**src/hdl/brst_pkg.sv**
```systemverilog
`timescale 1ns / 1ps
`default_nettype none
// ----------------------------------------------------------------------------
// Broadcast ring package
// Sizes, operation codes and beat types shared by the broadcast ring files.
// ----------------------------------------------------------------------------
package brst_pkg;

   localparam int DEPTH       = 1024;
   localparam int DATA_WIDTH  = 32;
   localparam int IDX_W       = $clog2(DEPTH);
   localparam int PAY_W       = (DATA_WIDTH < 32) ? DATA_WIDTH : 32;
   localparam int QUEUE_DEPTH = 2;
   localparam int QPTR_W      = $clog2(QUEUE_DEPTH);
   localparam int QCNT_W      = $clog2(QUEUE_DEPTH + 1);

   typedef enum logic [1:0] {
      OP_CREATE   = 2'd0,
      OP_GET      = 2'd1,
      OP_GET_NEXT = 2'd2,
      OP_CLEAR    = 2'd3
   } op_type;

   typedef struct packed {
      logic [1:0]  operation;
      logic [31:0] req_id;
      logic [31:0] in_data;
   } req_payload_type;

   typedef struct packed {
      logic        res_found;
      logic [31:0] res_id;
      logic [31:0] res_data;
   } rsp_payload_type;

   typedef struct packed {
      op_type           op;
      logic [31:0]      id;
      logic [PAY_W-1:0] data;
      logic [IDX_W-1:0] slot;
   } work_item_type;

endpackage
`default_nettype wire

```
**src/hdl/brst_queue.sv**
```systemverilog
`timescale 1ns / 1ps
`default_nettype none
// ----------------------------------------------------------------------------
// Broadcast ring item queue
// Short first-in first-out queue between the front end and the back end.
// ----------------------------------------------------------------------------
module brst_queue (
   input  logic                    clock,
   input  logic                    reset,
   input  logic                    in_valid,
   input  brst_pkg::work_item_type in_item,
   output logic                    in_ready,
   output logic                    out_valid,
   output brst_pkg::work_item_type out_item,
   input  logic                    out_ready
);
   import brst_pkg::*;

   work_item_type     entries_ff [QUEUE_DEPTH];
   logic [QPTR_W-1:0] wr_ptr_ff, wr_ptr_in;
   logic [QPTR_W-1:0] rd_ptr_ff, rd_ptr_in;
   logic [QCNT_W-1:0] count_ff, count_in;
   logic              push, pop;

   assign in_ready  = (count_ff != QCNT_W'(QUEUE_DEPTH));
   assign out_valid = (count_ff != '0);
   assign out_item  = entries_ff[rd_ptr_ff];
   assign push      = in_valid && in_ready;
   assign pop       = out_valid && out_ready;

   always_comb begin
      wr_ptr_in = push ? wr_ptr_ff + QPTR_W'(1) : wr_ptr_ff;
      rd_ptr_in = pop ? rd_ptr_ff + QPTR_W'(1) : rd_ptr_ff;
      count_in  = count_ff;
      if (push && !pop) begin
         count_in = count_ff + QCNT_W'(1);
      end else if (pop && !push) begin
         count_in = count_ff - QCNT_W'(1);
      end
   end

   always_ff @(posedge clock) begin
      if (reset) begin
         wr_ptr_ff <= '0;
         rd_ptr_ff <= '0;
         count_ff  <= '0;
      end else begin
         wr_ptr_ff <= wr_ptr_in;
         rd_ptr_ff <= rd_ptr_in;
         count_ff  <= count_in;
      end
      if (push) begin
         entries_ff[wr_ptr_ff] <= in_item;
      end
   end

endmodule
`default_nettype wire

```
**config.mk**
```make
export PLATFORM = sky130hd
export DESIGN_NAME = brst_queue
export DESIGN_NICKNAME = d
export VERILOG_FILES = /design/src/hdl/brst_pkg.sv /design/src/hdl/brst_queue.sv
export SDC_FILE = /design/constraint.sdc
export NUM_CORES = 1
export LEC_CHECK = 0
export BUFFER_PORTS_ARGS = -buffer_cell sky130_fd_sc_hd__buf_2
export CAP_MARGIN = 20
export CELL_PAD_IN_SITES_DETAIL_PLACEMENT = 1
export CELL_PAD_IN_SITES_GLOBAL_PLACEMENT = 1
export CORE_ASPECT_RATIO = 0.7
export CORE_MARGIN = 4
export CORE_UTILIZATION = 39
export CTS_CLUSTER_DIAMETER = 30
export CTS_CLUSTER_SIZE = 10
export DETAILED_ROUTE_END_ITERATION = 16
export PLACE_DENSITY = 0.71
export SYNTH_ARGS = -nofsm -noshare
export SYNTH_HDL_FRONTEND = slang
export SYNTH_SLANG_ARGS = --single-unit
export TNS_END_PERCENT = 20
```
**constraint.sdc**
```tcl
create_clock -name clock -period 3 [get_ports clock]
set_clock_uncertainty 0.15 [all_clocks]
set_input_delay 0.75 -clock clock [delete_from_list [all_inputs] [get_ports clock]]
set_output_delay 0.75 -clock clock [all_outputs]
set_load 0.01 [all_outputs]
```
Word level (Yosys, flattened, before mapping) --
Memories as Yosys holds them, arrays and structs flattened. A register that Yosys moved wholly into a read port is not among the register bits. Index checks and enable logic that the tools add are counted.
Cells by class: reduce and logical (&&, ||, !) cells 8, eq/ne operators 1, add/sub/neg operators 4, mux-type cells 6
Operators by type and width (count):
- logical AND 1 bit | 4
- 2-to-1 mux 1 bit | 4
- 2-to-1 mux 2 bit | 2
- nonzero test 2 bit | 2
- adder 1 bit (second input constant) | 2
- adder 2 x 1 -> 2 bit (second input constant) | 1
- zero test 1 bit | 2
- != test 2 bit (second input constant) | 1
- subtractor 2 x 1 -> 2 bit (second input constant) | 1
Storage, ports and cells: memories kept 1, register bits 4, input port bits 80, memory bits (writable) 152, output and inout port bits 78
Memory list:
- entries_ff | depth 2, bits a word 76, rd ports 1, clocked after Yosys merged registers in 1, wr ports 1, RTL line brst_queue.sv:19 | work_item_type entries_ff [QUEUE_DEPTH];

Logic depth before layout (Yosys ltp) --
Gate-level depths: netlist (run 1).
depth in word-level cells 6, mapped depth 6, mapped depth without buffers 6

Worst setup path before layout (run 1) --
Ideal clock, no wire load.
path type input -> register, start input in_valid, end memory entries_ff[1][0] in the netlist's numbering, enable pin, library setup time 0.443 ns, slack -0.168 ns, cell stages on the path 1, arrival 2.575 ns, path through and3_1
Between the ends: cells in the longest elaborated chain, start to end 3
Ends and longest elaborated chain:
- start, declared | RTL line brst_queue.sv:10 | input logic in_valid,
- logical AND 1 bit | RTL line brst_queue.sv:28 | assign push = in_valid && in_ready;
- 2-to-1 mux 1 bit | RTL line brst_queue.sv:52 | if (push) begin
- 2-to-1 mux 1 bit (implied by the code) | RTL line brst_queue.sv:53 | entries_ff[wr_ptr_ff] <= in_item;
- end, declared | RTL line brst_queue.sv:19
Every way passes these cells.

==> results of run 1 <==
==> synth_stat cells (all sizes together) <==
cell type / n
inv: 1
nor2: 3
and2: 1
nand2b: 1
a21bo: 1
o21ai: 2
a21oi: 2
ha: 1
mux2: 76
and3: 1
or3: 1
xor2: 3
buf: 8
nand3b: 1
edfxtp: 152
dfxtp: 5
or2: 1
==> worst max-delay path: cells and delay by family, from the launching register on <==
kind | cells | cell delay (ns)
buf+inv | 2 | 0.51
mux | 1 | 0.41
flops | 1 | 0.36
==> state kept, by name, summed over array words and instances, names as in the netlist, named ones only <==
name	flops
rd_ptr_ff	1
entries_ff	152
count_ff	2
wr_ptr_ff	1
==> power by group through the flow <==
stage / combinational, mW / clock, mW / sequential [mW]
after floorplan: 0.929 / 0 / 2.85
after global placement: 1.47 / 0 / 2.84
after detailed placement: 1.49 / 0 / 2.87
after CTS: 1.50 / 2.36 / 2.82
after global routing: 1.59 / 2.46 / 2.84
final: 1.46 / 2.29 / 2.82
==> metal layers <==
metal	global-route usage [%]	wire length [microns]
met1	16.7	4880
met2	23.4	5710
met3	7.10	1100
met4	5.91	143
met5	0	13
==> metrics by stage <==
| stage | instance area [sq um] | setup WS (ns) | hold WS [ns] | power, mW | cells |
|---|---|---|---|---|---|
| 2_1_floorplan | 5710 | 0.0941 | 0.321 | 3.78 | 260 |
| 3_3_place_gp | 6760 | 0.822 | 0.338 | 4.32 | 605 |
| 3_5_place_dp | 6760 | 0.810 | 0.352 | 4.35 | 605 |
| 4_1_cts | 7390 | 0.327 | 0.338 | 6.68 | 637 |
| 5_1_grt | 7390 | 0.278 | 0.345 | 6.89 | 637 |
| 6_report | 7390 | 0.383 | 0.365 | 6.57 | 637 |
==> worst max-delay path by stage <==
| stage | startpoint | endpoint | slack, ns |
|---|---|---|---|
| floorplan | in_valid | entries_ff[0][0] | 0.09 |
| global placement | flip-flop | out_item[53] | 0.82 |
| detailed placement | flip-flop | out_item[16] | 0.81 |
| CTS | flip-flop | out_item[16] | 0.33 |
| global route | flip-flop | out_item[16] | 0.28 |
| finish | flip-flop | out_item[16] | 0.38 |
==> cell families after synthesis <==
kind of cell,Yosys count,share of synthesized area (%)
and+or+nand+nor,9,0.877
AOI/OAI and AO/OA,5,0.526
xor gates and xnor gates,3,0.460
muxes,76,15.0
adders and majority gates,1,0.219
DFF,157,81.7
buffers and inverters,9,1.25
==> area by class of cell <==
class | count | area, sq um
fill | 1363 | 6750
sequential | 157 | 4670
multi-input combinational | 94 | 980
timing repair buffer | 163 | 868
clock buffer | 17 | 425
tap | 190 | 238
clock inverter | 15 | 210
inverter | 1 | 5.00
==> metrics.md, run 1 <==
| Metric | Value |
|---|---|
| Syn_nets | `341` |
| R2r setup slk | `1.11 ns` |
| Sequential share of the synthesized area | `81.7%` |
| Synthesized area per cell | `22.0 sq um` |
| Worst Min Path Start | `rd_ptr_ff` |
| Routability-driven placement congestion ratio | `0.702` |
| R2R depth | `4` |
| Chip Height | `109 microns` |
| Result of the run | `completed` |
| Clock buffer depth | `2` |
| Internal power | `4.83 mW` |
| Clock power share | `34.9%` |
| DR vias | `2939` |
| Yosys top cell by area | `edfxtp_1` |
| Post-Synthesis Cell Area | `0.00571 sq mm` |
| Most frequent cells in the layout | `buf_2, edfxtp_1, mux2_2` |
| Max incr delay on CP | `0.41 ns` |
| Sw frac | `26.5%` |
| Fin Setup TNS | `0 ns` |
| N_diodes | `0` |
| Peak supply drop | `0.535 mV` |
| Initial antenna violation count | `1` |
| Startpoint Class | `flip-flop` |
| Seq pwr share | `42.8%` |
| Routed Antenna Nets | `0` |
| CP endpoint kind | `primary output` |
| Final Critical Period | `2.62 ns` |
| Final cell utilization of the core | `52.3%` |
| Highest-delay cell along the critical path | `mux2_2` |
| Worst Hold End | `rd_ptr_ff` |
| Reg clk slew, reported paths | `0.06 ns` |
| Clk Latency, worst-skew pair | `0.42 ns` |
| P&R area growth vs syn | `29.5%` |
| TritonCTS buffer count | `17` |
| YS warnings | `0` |
| CTS tree | `yes` |
| Global-route wire length before repair | `17900 microns` |
| Largest cells by area after synthesis | `edfxtp_1, mux2_2, dfxtp_1` |
| Cell count after synthesis | `260` |
| CTS H-Tree Depth | `4` |
| Post-route DRC | `0` |
| Final period util | `87.2%` |
| Post-CTS setup buffers | `0` |
| Grt total ovfl | `0` |
| Commonest non-fill, non-tap cell in the layout | `buf_2` |
| Number of library cell types mapped by synthesis | `19` |
| Worst hold path type | `flip-flop to flip-flop` |
| Reg2reg end | `entries_ff[0][53]` |
| DR WL/cell | `18.6 microns` |
| 1st-iter DRT viols | `139` |
| LEAKAGE | `2.75 nW` |
| Post-CTS sizing | `0` |
| RSZ-0062 raised after global routing | `no` |
| Setup Viol. Count Final | `0` |
| CTS hold repair buffers | `0` |
| Required @ worst endpoint | `2.10 ns` |
| Fin nets | `515` |
| Combinational power share | `22.2%` |
| Ports | `158` |
| Switching pwr | `1.74 mW` |
| Post-synthesis register bit count | `157` |
| Row count | `36` |
| CP Class | `flip-flop to primary output` |
| Reg-to-reg startpoint | `count_ff[0]` |
| DPL Wire Length | `8000 microns` |
| Hold Path Depth | `2` |
| Largest net degree at the start of global routing | `45` |
| CP cell instances | `buf_4 -> mux2_2 -> buf_2` |
| GRT Total Usage | `14.4%` |
| Final wirelength | `11800 microns` |
| Vias per cell | `4.61` |
| Final hold vios | `0` |
| Clock root buffer | `clkbuf_16` |
| Worst slew pin tran | `0.423 ns` |
| IO buf count | `157` |
| Vias in the first global route | `3410` |
| Pwr Density | `889 mW/mm^2` |
| Crit-path max FO | `32` |
| Initial Util | `40.4%` |
| Yosys top cell area share | `79.9%` |
| Max-Cap Viols | `0` |
| Die X | `153 microns` |
| Relative slew margins | `71.8%` |
| Clock sinks | `157` |
| Crit path DAT | `1.72 ns` |
| Layout cells sized above 1 | `61.7%` |
| First-pass DRT Iterations | `6` |
| Core box area | `0.0141 sq mm` |
| Die area | `0.0167 sq mm` |
| Max Freq | `382 MHz` |
| Fin. max-slew vios | `0` |
No activity file was read; power rests on OpenSTA's default activity.
==> run 2: changes to the inputs <==
==> constraint.sdc (replaced) <==
create_clock -name clock -period 2.39 [get_ports clock]
set_clock_uncertainty 0.15 [all_clocks]
set_input_delay 0.5975 -clock clock [delete_from_list [all_inputs] [get_ports clock]]
set_output_delay 0.5975 -clock clock [all_outputs]
set_load 0.01 [all_outputs]
==> run 2 against run 1 <==
Net effect: clock power rose by 23%; non-clock buffer count unchanged; worst setup slack worse by 0.30 ns; global-route usage decreased by 0.051 points; final cell count unchanged; via count up 1.0%; register-to-register slack worse by 0.53 ns; critical path type unchanged; critical endpoint is now out_item[46]; largest power group unchanged; highest routed layer unchanged.
==> metrics.md, run 2 (synthesis gave the netlist of run 1 again) <==
| Metric | Value |
|---|---|
| Vias per cell | `4.66` |
| CTS H-Tree Depth | `4` |
| Pwr Density | `1110 mW/mm^2` |
| Post-CTS sizing | `0` |
| Worst slew pin tran | `0.463 ns` |
| Result of the run | `completed` |
| Hold Path Depth | `1` |
| Row count | `36` |
| P&R area growth vs syn | `30.2%` |
| Ports | `158` |
| DR WL/cell | `18.8 microns` |
| Routability-driven placement congestion ratio | `0.735` |
| Largest net degree at the start of global routing | `76` |
| Die area | `0.0167 sq mm` |
| TritonCTS buffer count | `17` |
| Startpoint Class | `flip-flop` |
| CTS tree | `yes` |
| IO buf count | `157` |
| Required @ worst endpoint | `1.64 ns` |
| Final period util | `96.5%` |
| Routed Antenna Nets | `0` |
| CP endpoint kind | `primary output` |
| Die X | `153 microns` |
| Clock buffer depth | `2` |
| Post-CTS setup buffers | `0` |
| WHS | `0.221 ns` |
| Largest registers | `entries_ff: 152 flops, count_ff: 2 flops` |
| Max reg flops | `152` |
| RSZ-0062 raised after global routing | `no` |
| GRT Total Usage | `14.4%` |
| Highest-delay cell along the critical path | `dfxtp_4` |
| Max Freq | `433 MHz` |
| Reg clk slew, reported paths | `0.06 ns` |
| Relative slew margins | `69.2%` |
| Chip Height | `109 microns` |
| Max-Cap Viols | `0` |
| CP Class | `flip-flop to primary output` |
| LEAKAGE | `2.77 nW` |
| Commonest non-fill, non-tap cell in the layout | `buf_2` |
| Worst Min Path Start | `in_item[71]` |
| Global-route wire length before repair | `17900 microns` |
| CP cell instances | `buf_12 -> mux2_2 -> buf_2` |
| 1st-iter DRT viols | `127` |
| Reg2reg end | `count_ff[1]` |
| DR vias | `2969` |
| Buf/Inv on CP | `2` |
| Total power | `8.26 mW` |
| R2r setup slk | `0.58 ns` |
| DPL Wire Length | `7810 microns` |
| Clock sinks | `157` |
| Final Critical Period | `2.31 ns` |
| Fin nets | `515` |
| Fin Setup TNS | `0 ns` |
| Final Non-Filler Cells | `637` |
| Reg-to-reg startpoint | `count_ff[0]` |
| Layout cells sized above 1 | `61.7%` |
| Fin. max-slew vios | `0` |
| Initial antenna violation count | `3` |
| Setup Viol. Count Final | `0` |
| Dpl cells | `604` |
| R2R depth | `5` |
| Clk Latency, worst-skew pair | `0.41 ns` |
| Max incr delay on CP | `0.40 ns` |
| Largest register by flop count | `entries_ff` |
| Vias in the first global route | `3308` |
| Clock root buffer | `clkbuf_16` |
| Core box area | `0.0141 sq mm` |
| Most frequent cells in the layout | `buf_2, edfxtp_1, mux2_2` |
| Initial Util | `40.4%` |
| CTS hold repair buffers | `0` |
| Grt total ovfl | `0` |
| Peak supply drop | `0.480 mV` |
| Worst Hold End | `entries_ff[0][71]` |
| Final hold vios | `0` |
| Crit-path max FO | `31` |
| Crit path DAT | `1.56 ns` |
| N_diodes | `0` |
| Post-route DRC | `0` |
| Worst hold path type | `input port to flip-flop` |
| CP top delay family | `flip-flops` |
| First-pass DRT Iterations | `6` |
| Final wirelength | `12000 microns` |
[run 2: cell types whose count changed in the layout (fill, tap and decap cells not counted), sizes merged]
cell / before / now
inv: 5 / 1
buf: 163 / 162
clkinv: 3 / 7
clkbuf: 17 / 18
[run 2: worst max path at each step]
stage | cells after the start | endpoint
6_report | 3 | out_item[46]
5_1_grt | 3 | out_item[52]
4_1_cts | 3 | out_item[8]
3_5_place_dp | 5 | count_ff[1]
3_3_place_gp | 3 | out_item[25]
2_1_floorplan | 3 | entries_ff[0][0]
[run 2: power by group]
group          switching, mW  internal, mW
Sequential             0.107          3.44
Combinational          0.999         0.911
Clock                   1.06          1.74
[run 2: per-layer routing]
metal  GRT usage (%)  vias up  part of all wire, %
li1                -     1376                    -
met1            17.4     1458                   42
met2            22.5      107                   47
met3            7.58       22                  9.0
met4            4.77        6                  1.3
met5               0        -                 0.28
[run 2: metrics by stage]
step           util [%]  area, sq um  setup slack [ns]
3_3_place_gp       47.9         6780             0.473
4_1_cts            52.3         7400            0.0168
6_report           52.6         7430            0.0825
2_1_floorplan         -         5710            -0.396
5_1_grt            52.6         7430            0.0101
3_5_place_dp       47.9         6780             0.470
[run 2: layout make-up]
| type | count | area [sq um] |
|---|---|---|
| multi-input cells | 94 | 983 |
| clock inverters | 15 | 196 |
| flip-flops and latches | 157 | 4670 |
| repair buffers | 163 | 918 |
| well taps | 190 | 238 |
| inverters | 1 | 5.00 |
| clock buffers | 17 | 425 |
| fillers | 1356 | 6710 |
==> run 3: changes to the inputs <==
--- a/config.mk
+++ b/config.mk
@@ -11,11 +11,12 @@
 export CELL_PAD_IN_SITES_GLOBAL_PLACEMENT = 1
 export CORE_ASPECT_RATIO = 0.7
 export CORE_MARGIN = 4
-export CORE_UTILIZATION = 39
+export CORE_UTILIZATION = 41
+export CTS_BUF_LIST = sky130_fd_sc_hd__clkbuf_4
 export CTS_CLUSTER_DIAMETER = 30
 export CTS_CLUSTER_SIZE = 10
 export DETAILED_ROUTE_END_ITERATION = 16
-export PLACE_DENSITY = 0.71
+export PLACE_DENSITY = 0.74
 export SYNTH_ARGS = -nofsm -noshare
 export SYNTH_HDL_FRONTEND = slang
 export SYNTH_SLANG_ARGS = --single-unit
==> run 3 against run 2 <==
Net effect: the flow now finishes with violations (negative setup slack); sequential power hardly changed; global-route usage is 0.55 points higher; worst setup slack worse by 0.13 ns; final area is 7.0% higher; highest routed layer unchanged.
==> metrics.md, run 3 (synthesis gave the netlist of run 1 again) <==
| Metric | Value |
|---|---|
| Result of the run | `finished with violations` |
| Failing checks | `negative setup slack` |
| Final Critical Period | `2.43 ns` |
| Grt total ovfl | `0` |
| Final hold vios | `0` |
| Fin. max-slew vios | `0` |
| CP endpoint kind | `primary output` |
| Max Freq | `411 MHz` |
| Clock root buffer | `clkbuf_4` |
| Largest register by flop count | `entries_ff` |
| Reg-to-reg startpoint | `count_ff[0]` |
| Clock buffer depth | `2` |
| Multi-input logic area | `0.00121 sq mm` |
| CP Class | `flip-flop to primary output` |
| Fin area | `0.00796 sq mm` |
| Most frequent cells in the layout | `edfxtp_1, buf_2, buf_6` |
| Global-route wire length before repair | `17900 microns` |
| Pwr Density | `1010 mW/mm^2` |
| Routed Antenna Nets | `0` |
| Core box area | `0.0134 sq mm` |
| Sequential Area | `0.00467 sq mm` |
| Pre-CTS setup slack | `0.333 ns` |
| Relative slew margins | `76.0%` |
| Setup Viol. Count Final | `67` |
| TritonCTS buffer count | `17` |
| Reg clk slew, reported paths | `0.15 ns` |
| Die area | `0.0159 sq mm` |
| Worst slew pin tran | `0.360 ns` |
| Hold Path Depth | `1` |
| Reg2reg end | `count_ff[1]` |
| DR WL/cell | `20.7 microns` |
| Largest net degree at the start of global routing | `56` |
| Total power | `8.05 mW` |
| CP cell instances | `buf_8 -> buf_8 -> mux2_2 -> buf_6` |
| Commonest non-fill, non-tap cell in the layout | `edfxtp_1` |
| Final period util | `102%` |
| Routability-driven placement congestion ratio | `0.733` |
| Worst Min Path Start | `in_item[28]` |
| Max reg flops | `152` |
| Initial Util | `42.6%` |
| CTS tree | `yes` |
| DR vias | `3100` |
| Initial antenna violation count | `1` |
| Required @ worst endpoint | `1.64 ns` |
| N_diodes | `0` |
| CTS hold repair buffers | `0` |
| Worst Hold End | `entries_ff[0][28]` |
| P&R area growth vs syn | `39.3%` |
| Peak supply drop | `0.538 mV` |
| Max incr delay on CP | `0.40 ns` |
| Chip Height | `107 microns` |
| Die X | `149 microns` |
| Ports | `158` |
| DPL Wire Length | `8010 microns` |
| GRT Total Usage | `14.9%` |
| Clk Latency, worst-skew pair | `0.52 ns` |
| R2R depth | `5` |
| Fin nets | `528` |
| Post-route DRC | `0` |
| RSZ-0062 raised after global routing | `yes` |
| IO buf count | `157` |
| 1st-iter DRT viols | `124` |
| Startpoint Class | `flip-flop` |
| LEAKAGE | `3.07 nW` |
| Worst hold path type | `input port to flip-flop` |
| Crit path DAT | `1.69 ns` |
| Vias per cell | `4.81` |
| Highest-delay cell along the critical path | `dfxtp_4` |
| Final wirelength | `13300 microns` |
| CTS H-Tree Depth | `4` |
| Crit-path max FO | `6` |
| Dpl cell area | `0.00677 sq mm` |
| Row count | `35` |
| Max-Cap Viols | `0` |
| Clock sinks | `157` |
| R2r setup slk | `0.55 ns` |
| Most common cell on crit path | `buf_8` |
| Final setup margin | `-0.0443 ns` |
| First-pass DRT Iterations | `4` |
| Number of fill cells | `1211` |
| Largest registers | `entries_ff: 152 flops, count_ff: 2 flops` |
| Layout cells sized above 1 | `62.3%` |
| Vias in the first global route | `3384` |
[run 3: cell types whose count changed in the layout (fill, tap and decap cells not counted), sizes merged]
cell,previous run,this run
clkinv,7,5
buf,162,171
clkbuf,18,22
inv,1,5
bufinv,4,1
[run 3: critical path, delay by kind of cell (launching register included)]
family | cells | cell delay, ns
muxes | 1 | 0.35
DFF | 1 | 0.40
buffers and inverters | 3 | 0.42
[run 3: how the worst max path moves through the flow]
stage                     depth (start not counted)               end
final                                             4      out_item[61]
after global routing                              4      out_item[34]
after CTS                                         3      out_item[38]
after detailed placement                          3      out_item[38]
after global placement                            3      out_item[38]
after floorplan                                   3  entries_ff[0][0]
[run 3: what timing repair did]
| action | CTS | global route |
|---|---|---|
| endpoints found under the setup margin | 76 | 76 |
| gates cloned | 0 | 7 |
| setup buffers | 3 | 3 |
| gates resized for setup | 4 | 151 |
| endpoints found under the hold margin | 0 | 0 |
[run 3: cell type report]
class                   instances  area share [%]
flip-flops and latches        157            58.7
repair buffers                176            19.8
multi-input cells              94            15.2
well taps                     185            2.91
clock inverters                14            1.71
clock buffers                  17            1.60
inverters                       1          0.0629
[run 3: routing by layer]
| metal | part of all wire, % | wire [microns] | global-route usage, % |
|---|---|---|---|
| met5 | 0.098 | 13 | 0 |
| met4 | 1.0 | 137 | 4.70 |
| met3 | 9.3 | 1230 | 7.73 |
| met2 | 49 | 6500 | 24.0 |
| met1 | 41 | 5420 | 17.5 |
[run 3: where the power goes]
group | internal (mW) | total, mW | switching [mW]
combinational | 1.75 | 3.00 | 1.25
sequential | 3.44 | 3.55 | 0.116
clock | 0.532 | 1.50 | 0.965
[run 3: metrics by stage]
stage | cells | hold slack (ns) | utilization, % | TNS, ns
finish | 644 | 0.0932 | 59.4 | -1.22
global route | 644 | 0.0222 | 59.4 | -8.26
CTS | 634 | 0.0377 | 52.8 | -5.31
detailed placement | 600 | 0.348 | 50.5 | 0
global placement | 600 | 0.337 | 50.5 | 0
floorplan | 260 | 0.321 | - | -30.12
