<file path="config.mk">
export PLATFORM = sky130hd
export DESIGN_NAME = brst_front_flat
export DESIGN_NICKNAME = d
export VERILOG_FILES = /design/src/hdl/brst_pkg.sv /design/src/hdl/brst_ifs.sv /design/src/hdl/brst_front.sv /design/src/flat_wrapper.sv
export SDC_FILE = /design/constraint.sdc
export NUM_CORES = 1
export LEC_CHECK = 0
export BUFFER_PORTS_ARGS = -buffer_cell sky130_fd_sc_hd__buf_2
export CORE_MARGIN = 2
export CORE_UTILIZATION = 40
export CTS_CLUSTER_SIZE = 8
export DETAILED_ROUTE_END_ITERATION = 8
export HOLD_SLACK_MARGIN = 0.06
export PLACE_DENSITY_LB_ADDON = 0.12
export SLEW_MARGIN = 40
export SYNTH_ARGS = -nofsm -noshare
export SYNTH_HDL_FRONTEND = slang
export SYNTH_SLANG_ARGS = --single-unit
</file>
<file path="constraint.sdc">
create_clock -name clock -period 2.5 [get_ports clock]
set_clock_uncertainty 0.15 [all_clocks]
set_input_delay 0.25 -clock clock [delete_from_list [all_inputs] [get_ports clock]]
set_output_delay 0.25 -clock clock [all_outputs]
set_load 0.005 [all_outputs]
</file>
<file path="src/hdl/brst_pkg.sv">
`timescale 1ns / 1ps
`default_nettype none
// ----------------------------------------------------------------------------
// Broadcast ring package
// Sizes, operation codes and beat types shared by the broadcast ring files.
// ----------------------------------------------------------------------------
package brst_pkg;

   localparam int DEPTH       = 1024;
   localparam int DATA_WIDTH  = 32;
   localparam int IDX_W       = $clog2(DEPTH);
   localparam int PAY_W       = (DATA_WIDTH < 32) ? DATA_WIDTH : 32;
   localparam int QUEUE_DEPTH = 2;
   localparam int QPTR_W      = $clog2(QUEUE_DEPTH);
   localparam int QCNT_W      = $clog2(QUEUE_DEPTH + 1);

   typedef enum logic [1:0] {
      OP_CREATE   = 2'd0,
      OP_GET      = 2'd1,
      OP_GET_NEXT = 2'd2,
      OP_CLEAR    = 2'd3
   } op_type;

   typedef struct packed {
      logic [1:0]  operation;
      logic [31:0] req_id;
      logic [31:0] in_data;
   } req_payload_type;

   typedef struct packed {
      logic        res_found;
      logic [31:0] res_id;
      logic [31:0] res_data;
   } rsp_payload_type;

   typedef struct packed {
      op_type           op;
      logic [31:0]      id;
      logic [PAY_W-1:0] data;
      logic [IDX_W-1:0] slot;
   } work_item_type;

endpackage
`default_nettype wire

</file>
<file path="src/hdl/brst_ifs.sv">
`timescale 1ns / 1ps
`default_nettype none
// ----------------------------------------------------------------------------
// Broadcast ring channels
// Valid/ready channel interfaces for request and response beats.
// ----------------------------------------------------------------------------
interface brst_req_if;
   import brst_pkg::*;
   logic            valid;
   logic            ready;
   req_payload_type payload;
   modport source (output valid, output payload, input ready);
   modport sink   (input valid, input payload, output ready);
endinterface

`default_nettype wire

</file>
<file path="src/hdl/brst_front.sv">
`timescale 1ns / 1ps
`default_nettype none
// ----------------------------------------------------------------------------
// Broadcast ring front end
// Accepts request beats, decodes the operation and the ring slot, and holds
// the decoded item in a register until the queue takes it.
// ----------------------------------------------------------------------------
module brst_front (
   input  logic                   clock,
   input  logic                   reset,
   brst_req_if.sink               req_bus,
   input  logic                   enable,
   output logic                   item_valid,
   output brst_pkg::work_item_type item,
   input  logic                   item_ready
);
   import brst_pkg::*;

   logic          valid_ff, valid_in;
   work_item_type item_ff, item_in;
   logic          accept;

   assign req_bus.ready = enable && (!valid_ff || item_ready);
   assign accept        = req_bus.valid && req_bus.ready;

   always_comb begin
      valid_in = valid_ff;
      item_in  = item_ff;
      if (accept) begin
         valid_in     = 1'b1;
         item_in.op   = op_type'(req_bus.payload.operation);
         item_in.id   = req_bus.payload.req_id;
         item_in.data = req_bus.payload.in_data[PAY_W-1:0];
         item_in.slot = req_bus.payload.req_id[IDX_W-1:0];
      end else if (item_ready) begin
         valid_in = 1'b0;
      end
   end

   always_ff @(posedge clock) begin
      if (reset) begin
         valid_ff <= 1'b0;
      end else begin
         valid_ff <= valid_in;
      end
      item_ff <= item_in;
   end

   assign item_valid = valid_ff;
   assign item       = item_ff;

endmodule
`default_nettype wire

</file>
<file path="src/flat_wrapper.sv">
// flat-port wrapper written by rule: the top's interface ports become plain ports
module brst_front_flat import brst_pkg::*;
  (clock, reset, enable, item_valid, item, item_ready, req_bus_valid, req_bus_payload, req_bus_ready);
  brst_req_if req_bus_i ();
  input  logic clock;
  input  logic reset;
  input  logic enable;
  output logic item_valid;
  output brst_pkg::work_item_type item;
  input  logic item_ready;
  input wire logic [$bits(req_bus_i.valid)-1:0] req_bus_valid;
  input wire logic [$bits(req_bus_i.payload)-1:0] req_bus_payload;
  output wire logic [$bits(req_bus_i.ready)-1:0] req_bus_ready;
  assign req_bus_i.valid = req_bus_valid;
  assign req_bus_i.payload = req_bus_payload;
  assign req_bus_ready = req_bus_i.ready;
  brst_front u_core (.clock(clock), .reset(reset), .req_bus(req_bus_i), .enable(enable), .item_valid(item_valid), .item(item), .item_ready(item_ready));
endmodule
</file>
# After elaboration in Yosys (flattened, before gate mapping)
# Cells that the tools add are included.
[totals] input_bits=71 reg_bits=77
[op_classes] reduce_logical=5 mux=2
[ops] operator="$logic_and 1x1->1" count=2
[ops] operator="$mux 1" count=2
[ops] operator="$reduce_bool 2->1" count=1
[ops] operator="$logic_not 1->1" count=1
[ops] operator="$logic_or 1x1->1" count=1

# Logic depth before layout (Yosys ltp)
# Gate-level depths: netlist of run 1.
[logic_depth] ltp_word=5 depth_mapped=2 depth_no_buf=2

# Least setup slack after synthesis of run 1
# Ideal clock, no wire load.
[synth_timing] kind="register to register" from="register u_core.valid_ff (netlist: u_core.item_valid)" to="register u_core.item_ff, in the netlist u_core.item[0] (enable)" synth_period_minus_slack_ns=2.000 t_required_ns=1.948 setup_slack_ns=0.500 arrival_ns=1.448 setup_ns=0.402 stages_incl_launch_ff=3 cell_sequence="dfxtp_1 -> nand2b_4 -> nor2b_4"
[synth_via] elab_chain_len=4
[synth_lines] item="start: declaration" line="brst_front.sv:19" text="logic valid_ff, valid_in;"
[synth_lines] item="start signal: assignment" line="brst_front.sv:44" text="valid_ff <= valid_in;"
[synth_lines] item="$logic_not 1->1" line="brst_front.sv:23" text="assign req_bus.ready = enable && (!valid_ff || item_ready);"
[synth_lines] item="$logic_or 1x1->1" line="brst_front.sv:23"
[synth_lines] item="$logic_and 1x1->1" line="brst_front.sv:23"
[synth_lines] item="$logic_and 1x1->1" line="brst_front.sv:24" text="assign accept = req_bus.valid && req_bus.ready;"
[synth_lines] item="net u_core.accept" line="brst_front.sv:21" text="logic accept;"
[synth_lines] item="end signal: assignment" line="brst_front.sv:46" text="item_ff <= item_in;"
[synth_lines] item="end: declaration" line="brst_front.sv:20" text="work_item_type item_ff, item_in;"
# The timed path passes the listed nets, and every way through them passes these cells.
# A chain may end at the register's enable or synchronous reset.

# Worst setup path after layout of run 1
[layout_timing] from="input port reset" to="register u_core.valid_ff (netlist: u_core.item_valid)"
[layout_lines] item="start: declaration" line="flat_wrapper.sv:6" text="input logic reset;"
# No word-level cell between the ends.

==> results of run 1 <==
## metrics by stage
step | hold WS (ps) | instance area (sq um) | total power [W] | utilization, % | worst slack (ps)
after floorplan | 162 | 2130 | 0.00137 | - | 500
after global placement | 270 | 2900 | 0.00147 | 56.8 | 1070
after detailed placement | 265 | 2900 | 0.00147 | 56.8 | 1060
after CTS | 422 | 3730 | 0.00225 | 73.1 | 1050
after global routing | 444 | 3730 | 0.00232 | 73.1 | 986
final | 428 | 3730 | 0.00223 | 73.1 | 1010
## final cells by class
type | instances | area, sq um
tap | 70 | 87.6
clock inverter | 5 | 21.3
timing repair buffer | 217 | 1440
multi-input combinational | 5 | 51.3
sequential | 67 | 2000
fill | 357 | 1380
clock buffer | 10 | 128
## cell usage in the layout (no fill, tap or decap), drive strengths merged
master	count
nand2	1
edfxtp	66
nor2b	1
a21oi	1
buf	149
dfxtp	1
nand2b	1
and2	1
dlygate4sd3	68
clkbuf	10
clkinv	5
## worst max-delay path: stages
cell and delay, ps:
sky130_fd_sc_hd__dlygate4sd3_1 540, sky130_fd_sc_hd__buf_2 140, sky130_fd_sc_hd__a21oi_2 100, sky130_fd_sc_hd__dlygate4sd3_1 570
## worst max-delay path by stage
stage                     cells past startpoint  slack (ps)                           start                             end
after floorplan                               2         500  u_core.item_valid$_SDFFE_PP0P_        u_core.item[0]$_DFFE_PP_
after global placement                        4        1070                      item_ready       u_core.item[17]$_DFFE_PP_
after detailed placement                      4        1060                      item_ready       u_core.item[17]$_DFFE_PP_
after CTS                                     3        1050  u_core.item_valid$_SDFFE_PP0P_                   req_bus_ready
after global routing                          4         990                           reset  u_core.item_valid$_SDFFE_PP0P_
final                                         4        1010                           reset  u_core.item_valid$_SDFFE_PP0P_
## cells by family (layout without fill, tap and decap cells)
kind of cell	Yosys count	in the layout
flip-flops	67	67
AND/OR/NAND/NOR	4	4
AO/OA/AOI/OAI	1	1
buffers and inverters	10	232
## per-layer routing
| layer | global-route usage, % | up-vias | wire, um |
|---|---|---|---|
| met1 | 16.9 | 699 | 1770 |
| met2 | 29.7 | 95 | 2590 |
| met5 | 0 | - | 0 |
| met4 | 9.45 | 0 | 77 |
| li1 | - | 743 | - |
| met3 | 6.12 | 8 | 479 |
## registers in the layout, summed over array words and instances, names as in the netlist
signal and flops:
u_core.item 66, u_core.item_valid 1
## power by group through the flow
stage                     combinational [W]  sequential [W]  clock [W]
after detailed placement           0.000143         0.00133          0
after global placement             0.000142         0.00133          0
final                              0.000226         0.00130   0.000699
after floorplan                   0.0000319         0.00134          0
after global routing               0.000246         0.00131   0.000762
after CTS                          0.000225         0.00130   0.000718
## timing repair
| action | in CTS | in global routing |
|---|---|---|
| resized for setup | 0 | 0 |
| hold endpoints to repair | 67 | 0 |
| hold buffers | 68 | 0 |
| setup buffers | 0 | 0 |
==> impl_metrics.toml, run 1 <==
[sta]
finalHoldViolations = 0
fin_tns_setup_ps = 0
finalSetupViolCount = 0
finalWorstPathRequiredPeriod_ps = 1490
timing.final.max_slew_violations = 0
final_clock_period_utilization_by_the_worst_path_pct = 59.6
grt_setup_unrepaired = "false"
timing.max_slew.rel_slack_pct = 77.3
max_slew.worst_pin.slew_ps = 340
fmaxAchievable_mhz = 672

[synthesis]
synth.distinct_cells = 8
post_synth_and_or_nand_nor_area_fraction_pct = 2.00
dominant_combinational_cell_family_by_area_after_synthesis = "buffers and inverters"
synth_xor_xnor_area_share_pct = 0
post_synth_top_cells = "sky130_fd_sc_hd__edfxtp_1 (66), sky130_fd_sc_hd__buf_4 (10)"
synthFlopType = "sky130_fd_sc_hd__edfxtp_1"
synth_nets = 153
synthesized_flop_and_latch_total = 67
synth.yosys.seq_area_share_pct = 94.1
yosys-mux-area-fraction_pct = 0
synth.yosys.warnings = 0
synth_compound_area_share_pct = 0.412
netlist.area_leader.share_pct = 93.1
synthArstFlopShare_pct = 0
synthCells = 82
synth_enable_flop_cells = 66
synth_area_leader_cell = "sky130_fd_sc_hd__edfxtp_1"
synthAdderAreaFrac_pct = 0
synth_area_per_cell_sq_um = 26.0
post-synth-top-count-cell = "sky130_fd_sc_hd__edfxtp_1"
synth_area_leaders = "sky130_fd_sc_hd__edfxtp_1 (93%), sky130_fd_sc_hd__buf_4 (3.5%), sky130_fd_sc_hd__dfxtp_1 (0.94%), sky130_fd_sc_hd__nand2b_4 (0.65%), sky130_fd_sc_hd__nor2b_4 (0.65%)"
synthesis.area_sq_mm = 0.00213

[placement]
hpwlAfterDp_um = 2710
place.gp.congestion = 0.690
placement.io_buffers = 148
dp.cells = 291

[die]
rows = 26
die_h_um = 76.9
fp.coreArea_sq_mm = 0.00511
initial_cell_density_of_the_core_pct = 41.7
pin_count = 149
die_ar_sq_mm = 0.00592
die_width_um = 76.9

[clock_tree]
later_pin_clock_latency_in_the_skew_report_ps = 320
clock_slew_at_reported_path_ffs_ps = 70
clock_path_buffers = 2
cts-buffers-inserted = 9
htreeDepth = 3
cts_tree = "yes"
clock_tree.root_cell = "sky130_fd_sc_hd__clkbuf_8"
clock_sinks = 67

[finish]
drive_above_1_share_pct = 54.3
layoutNonFillerInstCount = 374
design.final.nets = 371
layout-area-overhead-vs-synth_pct = 75.3
antennaDiodeCount = 0

[power_and_ir_drop]
internal_power_w = 0.00178
swShare_pct = 20.1
clockPowerShare_pct = 31.4
comb_power_share_pct = 10.1
power_per_cell_area_mw_per_mm2 = 597
power.switching_w = 0.000449
ir_worst_vdd_mv = 0.435
seqPwrFrac_pct = 58.5
leakagePower_nw = 1.61

[run]
cap_viol_max_count = 0

[drt]
detail_route.vias_per_cell = 4.13
firstDrtPassIters = 4
vias = 1545
routed_wl_um = 4920
drt-wirelength-per-cell_um = 13.1
antenna_violating_nets_post_route = 0
drt_drc_violations_left = 0
dr.first_iter.drc_count = 27

[min_path]
worstHoldEndpoint = "u_core.item[27]$_DFFE_PP_"
worstHoldPathType = "in2reg"
min_delay_path_depth = 4
worst_hold_startpoint = "req_bus_valid"

[critical_path]
setup.reg_to_reg.worst_slack_ps = 1090
cp.arrival_ps = 1600
critPathLaunchType = "primary input"
timing.setup.critical_path_class = "in2reg"
reg2reg_to = "u_core.item[13]$_DFFE_PP_"
worst_r2r_startpoint = "u_core.item_valid$_SDFFE_PP0P_"
worst_reg_to_reg_cells = 3
cp-end-kind = "flip-flop"
worstPathRequired_ps = 2610
crit_fanout = 1

[global_route]
first_global_vias = 1562
grt-ovfl-total = 0
grt_start_max_net_pins = 67
antenna_found_initial = 0
grt_use_total_pct = 16.8
grt_pass1_wl_um = 7390

[outcome]
status = "finished clean"
(Power assumes the default switching activity.)
==> run 2, diff against run 1 <==
--- a/config.mk
+++ b/config.mk
@@ -7,7 +7,7 @@
 export LEC_CHECK = 0
 export BUFFER_PORTS_ARGS = -buffer_cell sky130_fd_sc_hd__buf_2
 export CORE_MARGIN = 2
-export CORE_UTILIZATION = 40
+export CORE_UTILIZATION = 36
 export CTS_CLUSTER_SIZE = 8
 export DETAILED_ROUTE_END_ITERATION = 8
 export HOLD_SLACK_MARGIN = 0.06
==> constraint.sdc (replaced) <==
create_clock -name clock -period 1.28 [get_ports clock]
set_clock_uncertainty 0.15 [all_clocks]
set_input_delay 0.128 -clock clock [delete_from_list [all_inputs] [get_ports clock]]
set_output_delay 0.128 -clock clock [all_outputs]
set_load 0.005 [all_outputs]
==> run 2 against run 1 <==
  * The run now ends with setup timing left
  * Cell count increased by 4.5%
  * Sequential power rose by 96%
  * Wire length grew 7.6%
  * Sequential share of layout area is 3.2 points lower
  * Cell area grew 6.4%
  * Clock power rose by 110%
  * Die area up 11%
  * Count of clock-buffer cells in the layout grew 6
==> impl_metrics.toml, run 2 (synthesized netlist as in run 1, its figures left out) <==
[clock_tree]
clock_slew_at_reported_path_ffs_ps = 60
cts-buffers-inserted = 9
later_pin_clock_latency_in_the_skew_report_ps = 330
clock_path_buffers = 2
htreeDepth = 3
clock_sinks = 67
cts_tree = "yes"
clock_tree.root_cell = "sky130_fd_sc_hd__clkbuf_8"

[sta]
layout_setup_ws_ps = -67.4
finalHoldViolations = 0
max_slew.worst_pin.slew_ps = 111
fin_tns_setup_ps = -1790
timing.final.max_slew_violations = 0
final_clock_period_utilization_by_the_worst_path_pct = 105
hold_slack_final_ps = 91.0
grt_setup_unrepaired = "true"
finalWorstPathRequiredPeriod_ps = 1350
finalSetupViolCount = 59
fmaxAchievable_mhz = 742
timing.max_slew.rel_slack_pct = 92.6

[die]
fp.coreArea_sq_mm = 0.00582
die_width_um = 80.9
initial_cell_density_of_the_core_pct = 36.6
rows = 28
pin_count = 149
die_h_um = 80.9
die_ar_sq_mm = 0.00654

[global_route]
grt_use_total_pct = 14.9
grt_pass1_wl_um = 6910
first_global_vias = 1521
grt-ovfl-total = 0
grt_start_max_net_pins = 40
antenna_found_initial = 0

[critical_path]
worst_path_max_delay_cell = "sky130_fd_sc_hd__dfxtp_2"
setup.reg_to_reg.worst_slack_ps = -60
timing.setup.critical_path_class = "reg2out"
crit_top_cell = "sky130_fd_sc_hd__buf_6"
cp-endpoint = "req_bus_ready"
critPathLaunchType = "flip-flop"
crit_fanout = 2
worstPathRequired_ps = 1000
crit_chain = "nand2b_4, buf_6, and2_4, buf_6"
worst_reg_to_reg_cells = 4
origin_of_the_worst_setup_path = "u_core.item_valid$_SDFFE_PP0P_"
worst_path_largest_cell_delay_ps = 350
reg2reg_to = "u_core.item[32]$_DFFE_PP_"
cp-end-kind = "output pin"
worst_r2r_startpoint = "u_core.item_valid$_SDFFE_PP0P_"
cp.arrival_ps = 1070

[finish]
final_cell_mix = "sky130_fd_sc_hd__buf_2 (147), sky130_fd_sc_hd__dlygate4sd3_1 (68), sky130_fd_sc_hd__edfxtp_1 (66)"
layoutNonFillerInstCount = 391
filler_cells_inserted = 431
layout.cells.most_common = "sky130_fd_sc_hd__buf_2"
antennaDiodeCount = 0
register_area_sq_mm = 0.00200
layout-area-overhead-vs-synth_pct = 86.5
design.final.nets = 382
multi_input_area_sq_um = 51.3
drive_above_1_share_pct = 56.0
flip_flop_count_of_the_largest_register_all_copies_and_words_added = 66

[drt]
antenna_violating_nets_post_route = 0
dr.first_iter.drc_count = 40
routed_wl_um = 5290
detail_route.vias_per_cell = 4.12
vias = 1612
drt_drc_violations_left = 0
firstDrtPassIters = 4
drt-wirelength-per-cell_um = 13.5

[placement]
dp.cells = 298
place.gp.congestion = 0.725
placement.io_buffers = 148

[outcome]
failed_checks = "setup timing"
status = "finished with violations"

[power_and_ir_drop]
ir_worst_vdd_mv = 0.654
power_per_cell_area_mw_per_mm2 = 1150
leakagePower_nw = 1.71

[run]
cap_viol_max_count = 0

[min_path]
worstHoldPathType = "in2reg"
-- run 2: cell count changes in the layout (fill, tap and decap cells not counted), moves of 2 or more --
cell	previous run	this run
sky130_fd_sc_hd__clkbuf_16	0	4
sky130_fd_sc_hd__clkbuf_8	9	11
sky130_fd_sc_hd__clkbuf_1	1	5
sky130_fd_sc_hd__clkinv_1	3	0
sky130_fd_sc_hd__buf_6	0	4
sky130_fd_sc_hd__clkinv_2	2	0
-- run 2: metal layers --
metal / share of wire, % / global-route usage, % / wire (um)
met3: 8.6 / 5.67 / 453
met1: 37 / 14.2 / 1930
met2: 53 / 26.3 / 2780
met4: 2.3 / 10.0 / 123
met5: 0 / 0 / 0
-- run 2: how the worst min path moves through the flow --
stage / start / to / slack, ps / cells after the start
after floorplan: reset / u_core.item_valid$_SDFFE_PP0P_ / 30 / 1
after global placement: reset / u_core.item_valid$_SDFFE_PP0P_ / 140 / 2
after detailed placement: reset / u_core.item_valid$_SDFFE_PP0P_ / 130 / 2
final: item_ready / u_core.item_valid$_SDFFE_PP0P_ / 90 / 5
after global routing: item_ready / u_core.item_valid$_SDFFE_PP0P_ / 90 / 5
after CTS: item_ready / u_core.item_valid$_SDFFE_PP0P_ / 70 / 5
-- run 2: worst max-delay path, delay by kind of cell (launching register included) --
kind	cells	cell delay, ps
flops	1	350
simple gates	2	180
buf+inv	2	210
-- run 2: per-stage QoR --
step | power [W] | area [sq um] | utilization, % | worst slack, ps
6_report | 0.00457 | 3970 | 68.3 | -67.4
3_3_place_gp | 0.00288 | 2940 | 50.5 | -10.5
5_1_grt | 0.00478 | 3970 | 68.3 | -121
3_5_place_dp | 0.00289 | 2940 | 50.5 | -17.9
2_1_floorplan | 0.00268 | 2130 | - | -705
4_1_cts | 0.00456 | 3800 | 65.4 | -80.6
-- run 2: repair_timing --
| action | 4_1_cts | 5_1_grt |
|---|---|---|
| hold buffers | 68 | 0 |
| resized for setup | 2 | 2 |
| setup endpoints to repair | 40 | 67 |
| hold endpoints to repair | 67 | 0 |
| pin swaps | 1 | 0 |
| buffers inserted | 1 | 1 |
| cloned | 0 | 7 |
-- run 2: report_power, final --
group | total [W] | switching (W) | internal [W]
clock | 0.00150 | 0.000683 | 0.000814
combinational | 0.000524 | 0.000176 | 0.000349
sequential | 0.00255 | 0.0000235 | 0.00252
-- run 2: final cells by class --
class	count	share of cell area [%]
Sequential cell	67	50.5
Multi-Input combinational cell	5	1.29
Clock buffer	16	4.29
Tap cell	75	2.36
Timing Repair Buffer	228	41.6
==> run 3, diff against run 2 <==
--- a/config.mk
+++ b/config.mk
@@ -6,6 +6,7 @@
 export NUM_CORES = 1
 export LEC_CHECK = 0
 export BUFFER_PORTS_ARGS = -buffer_cell sky130_fd_sc_hd__buf_2
+export CORE_ASPECT_RATIO = 0.5
 export CORE_MARGIN = 2
 export CORE_UTILIZATION = 36
 export CTS_CLUSTER_SIZE = 8
==> run 3 against run 2 <==
  * The run still ends with setup timing left
  * Sequential power hardly changed
  * Sequential share of layout area is 1.3 points lower
  * Wire length is 12% higher
  * Cell count is 0.51% lower
  * Count of clock-buffer cells in the layout is 6 lower
  * Critical path type is now reg2reg
==> impl_metrics.toml, run 3 (synthesized netlist as in run 1, its figures left out) <==
[outcome]
status = "finished with violations"
failed_checks = "setup timing"

[placement]
placement.io_buffers = 148
post-place-ws_ps = -26.4
place.gp.congestion = 0.690
detailed_place.area_sq_mm = 0.00294
hpwlAfterDp_um = 3440
dp.cells = 297

[critical_path]
origin_of_the_worst_setup_path = "u_core.item_valid$_SDFFE_PP0P_"
cp-endpoint = "u_core.item[26]$_DFFE_PP_"
worst_r2r_startpoint = "u_core.item_valid$_SDFFE_PP0P_"
timing.setup.critical_path_class = "reg2reg"
reg2reg_to = "u_core.item[26]$_DFFE_PP_"
cp.arrival_ps = 1240
worst_reg_to_reg_cells = 4
cp-end-kind = "flip-flop"
crit_fanout = 4
critPathLaunchType = "flip-flop"
worstPathRequired_ps = 1170
setup.reg_to_reg.worst_slack_ps = -80

[finish]
final_cell_mix = "sky130_fd_sc_hd__buf_2 (147), sky130_fd_sc_hd__dlygate4sd3_1 (68), sky130_fd_sc_hd__edfxtp_1 (66)"
drive_above_1_share_pct = 56.3
design.final.nets = 383
layout-area-overhead-vs-synth_pct = 91.6
antennaDiodeCount = 0
post-route-cell-area_sq_mm = 0.00408
flip_flop_count_of_the_largest_register_all_copies_and_words_added = 66
layout.cells.most_common = "sky130_fd_sc_hd__buf_2"
layoutNonFillerInstCount = 389

[global_route]
grt_pass1_wl_um = 8250
antenna_found_initial = 0
grt-ovfl-total = 0
grt_use_total_pct = 17.6
grt_start_max_net_pins = 29
first_global_vias = 1722

[clock_tree]
cts-buffers-inserted = 9
clock_sinks = 67
htreeDepth = 3
clock_path_buffers = 2
later_pin_clock_latency_in_the_skew_report_ps = 310
clock_tree.root_cell = "sky130_fd_sc_hd__clkbuf_16"
cts_tree = "yes"
clock_slew_at_reported_path_ffs_ps = 50

[run]
cap_viol_max_count = 0

[die]
die_ar_sq_mm = 0.00658
initial_cell_density_of_the_core_pct = 38.1
die_width_um = 113
pin_count = 149
fp.coreArea_sq_mm = 0.00559
die_h_um = 58.4
rows = 19

[sta]
layout_setup_ws_ps = -76.4
finalWorstPathRequiredPeriod_ps = 1360
fmaxAchievable_mhz = 737
fin_tns_setup_ps = -4190
hold_slack_final_ps = 130
grt_setup_unrepaired = "true"
max_slew.worst_pin.slew_ps = 145
final_clock_period_utilization_by_the_worst_path_pct = 106
finalHoldViolations = 0
timing.final.max_slew_violations = 0
finalSetupViolCount = 67
timing.max_slew.rel_slack_pct = 90.3

[drt]
detail_route.vias_per_cell = 4.21
antenna_violating_nets_post_route = 0
vias = 1637
drt_drc_violations_left = 0
routed_wl_um = 5910
drt-wirelength-per-cell_um = 15.2
dr.first_iter.drc_count = 32
firstDrtPassIters = 4

[power_and_ir_drop]
leakagePower_nw = 1.76
power_per_cell_area_mw_per_mm2 = 1260
ir_worst_vdd_mv = 0.911

[min_path]
worstHoldPathType = "in2reg"
run 3: cell types whose count changed in the layout (fill, tap and decap cells not counted), sizes merged:
| cell | change |
|---|---|
| clkbuf | -7 |
| buf | +2 |
| clkinv | +5 |
run 3: how the worst min path moves through the flow:
stage	start	endpoint	slack, ps	cells after the start
floorplan	reset	u_core.item_valid$_SDFFE_PP0P_	30	1
global placement	reset	u_core.item_valid$_SDFFE_PP0P_	130	2
detailed placement	reset	u_core.item_valid$_SDFFE_PP0P_	130	2
CTS	item_ready	u_core.item_valid$_SDFFE_PP0P_	90	5
global route	item_ready	u_core.item_valid$_SDFFE_PP0P_	130	5
finish	item_ready	u_core.item_valid$_SDFFE_PP0P_	130	5
run 3: per-stage QoR:
| step | power (W) | util [%] |
|---|---|---|
| after floorplan | 0.00268 | - |
| after global placement | 0.00288 | 52.7 |
| after detailed placement | 0.00290 | 52.7 |
| after CTS | 0.00515 | 71.3 |
| after global routing | 0.00535 | 73.0 |
| final | 0.00515 | 73.0 |
run 3: critical path, cell delays in order (launching register included):
cell                        delay, ps
sky130_fd_sc_hd__dfxtp_2          330
sky130_fd_sc_hd__nand2b_4          70
sky130_fd_sc_hd__nor2b_4          190
sky130_fd_sc_hd__buf_6            180
sky130_fd_sc_hd__clkbuf_16        150
run 3: routing by layer:
metal,vias up,share of wire [%],global-route usage [%]
met4,0,1.2,6.97
met3,8,7.2,6.90
li1,774,-,-
met1,770,38,17.5
met5,-,0,0
met2,85,53,34.0
run 3: final cells by class:
cell class              instances  area, sq um
clock buffers                  10          229
clock inverters                 5         21.3
fillers                       372         1510
multi-input cells               5         51.3
flip-flops and latches         67         2000
well taps                      73         91.3
repair buffers                229         1680
run 3: what timing repair did:
action,in CTS,in global routing
cloned,2,4
setup buffers,3,0
pin swaps,1,0
hold buffers,68,0
gates resized for setup,6,2
endpoints found under the hold margin,67,0
endpoints found under the setup margin,55,67
run 3: report_power, final:
| group | switching [W] | internal, W |
|---|---|---|
| sequential | 0.0000260 | 0.00253 |
| combinational | 0.000186 | 0.000360 |
| clock | 0.000776 | 0.00127 |
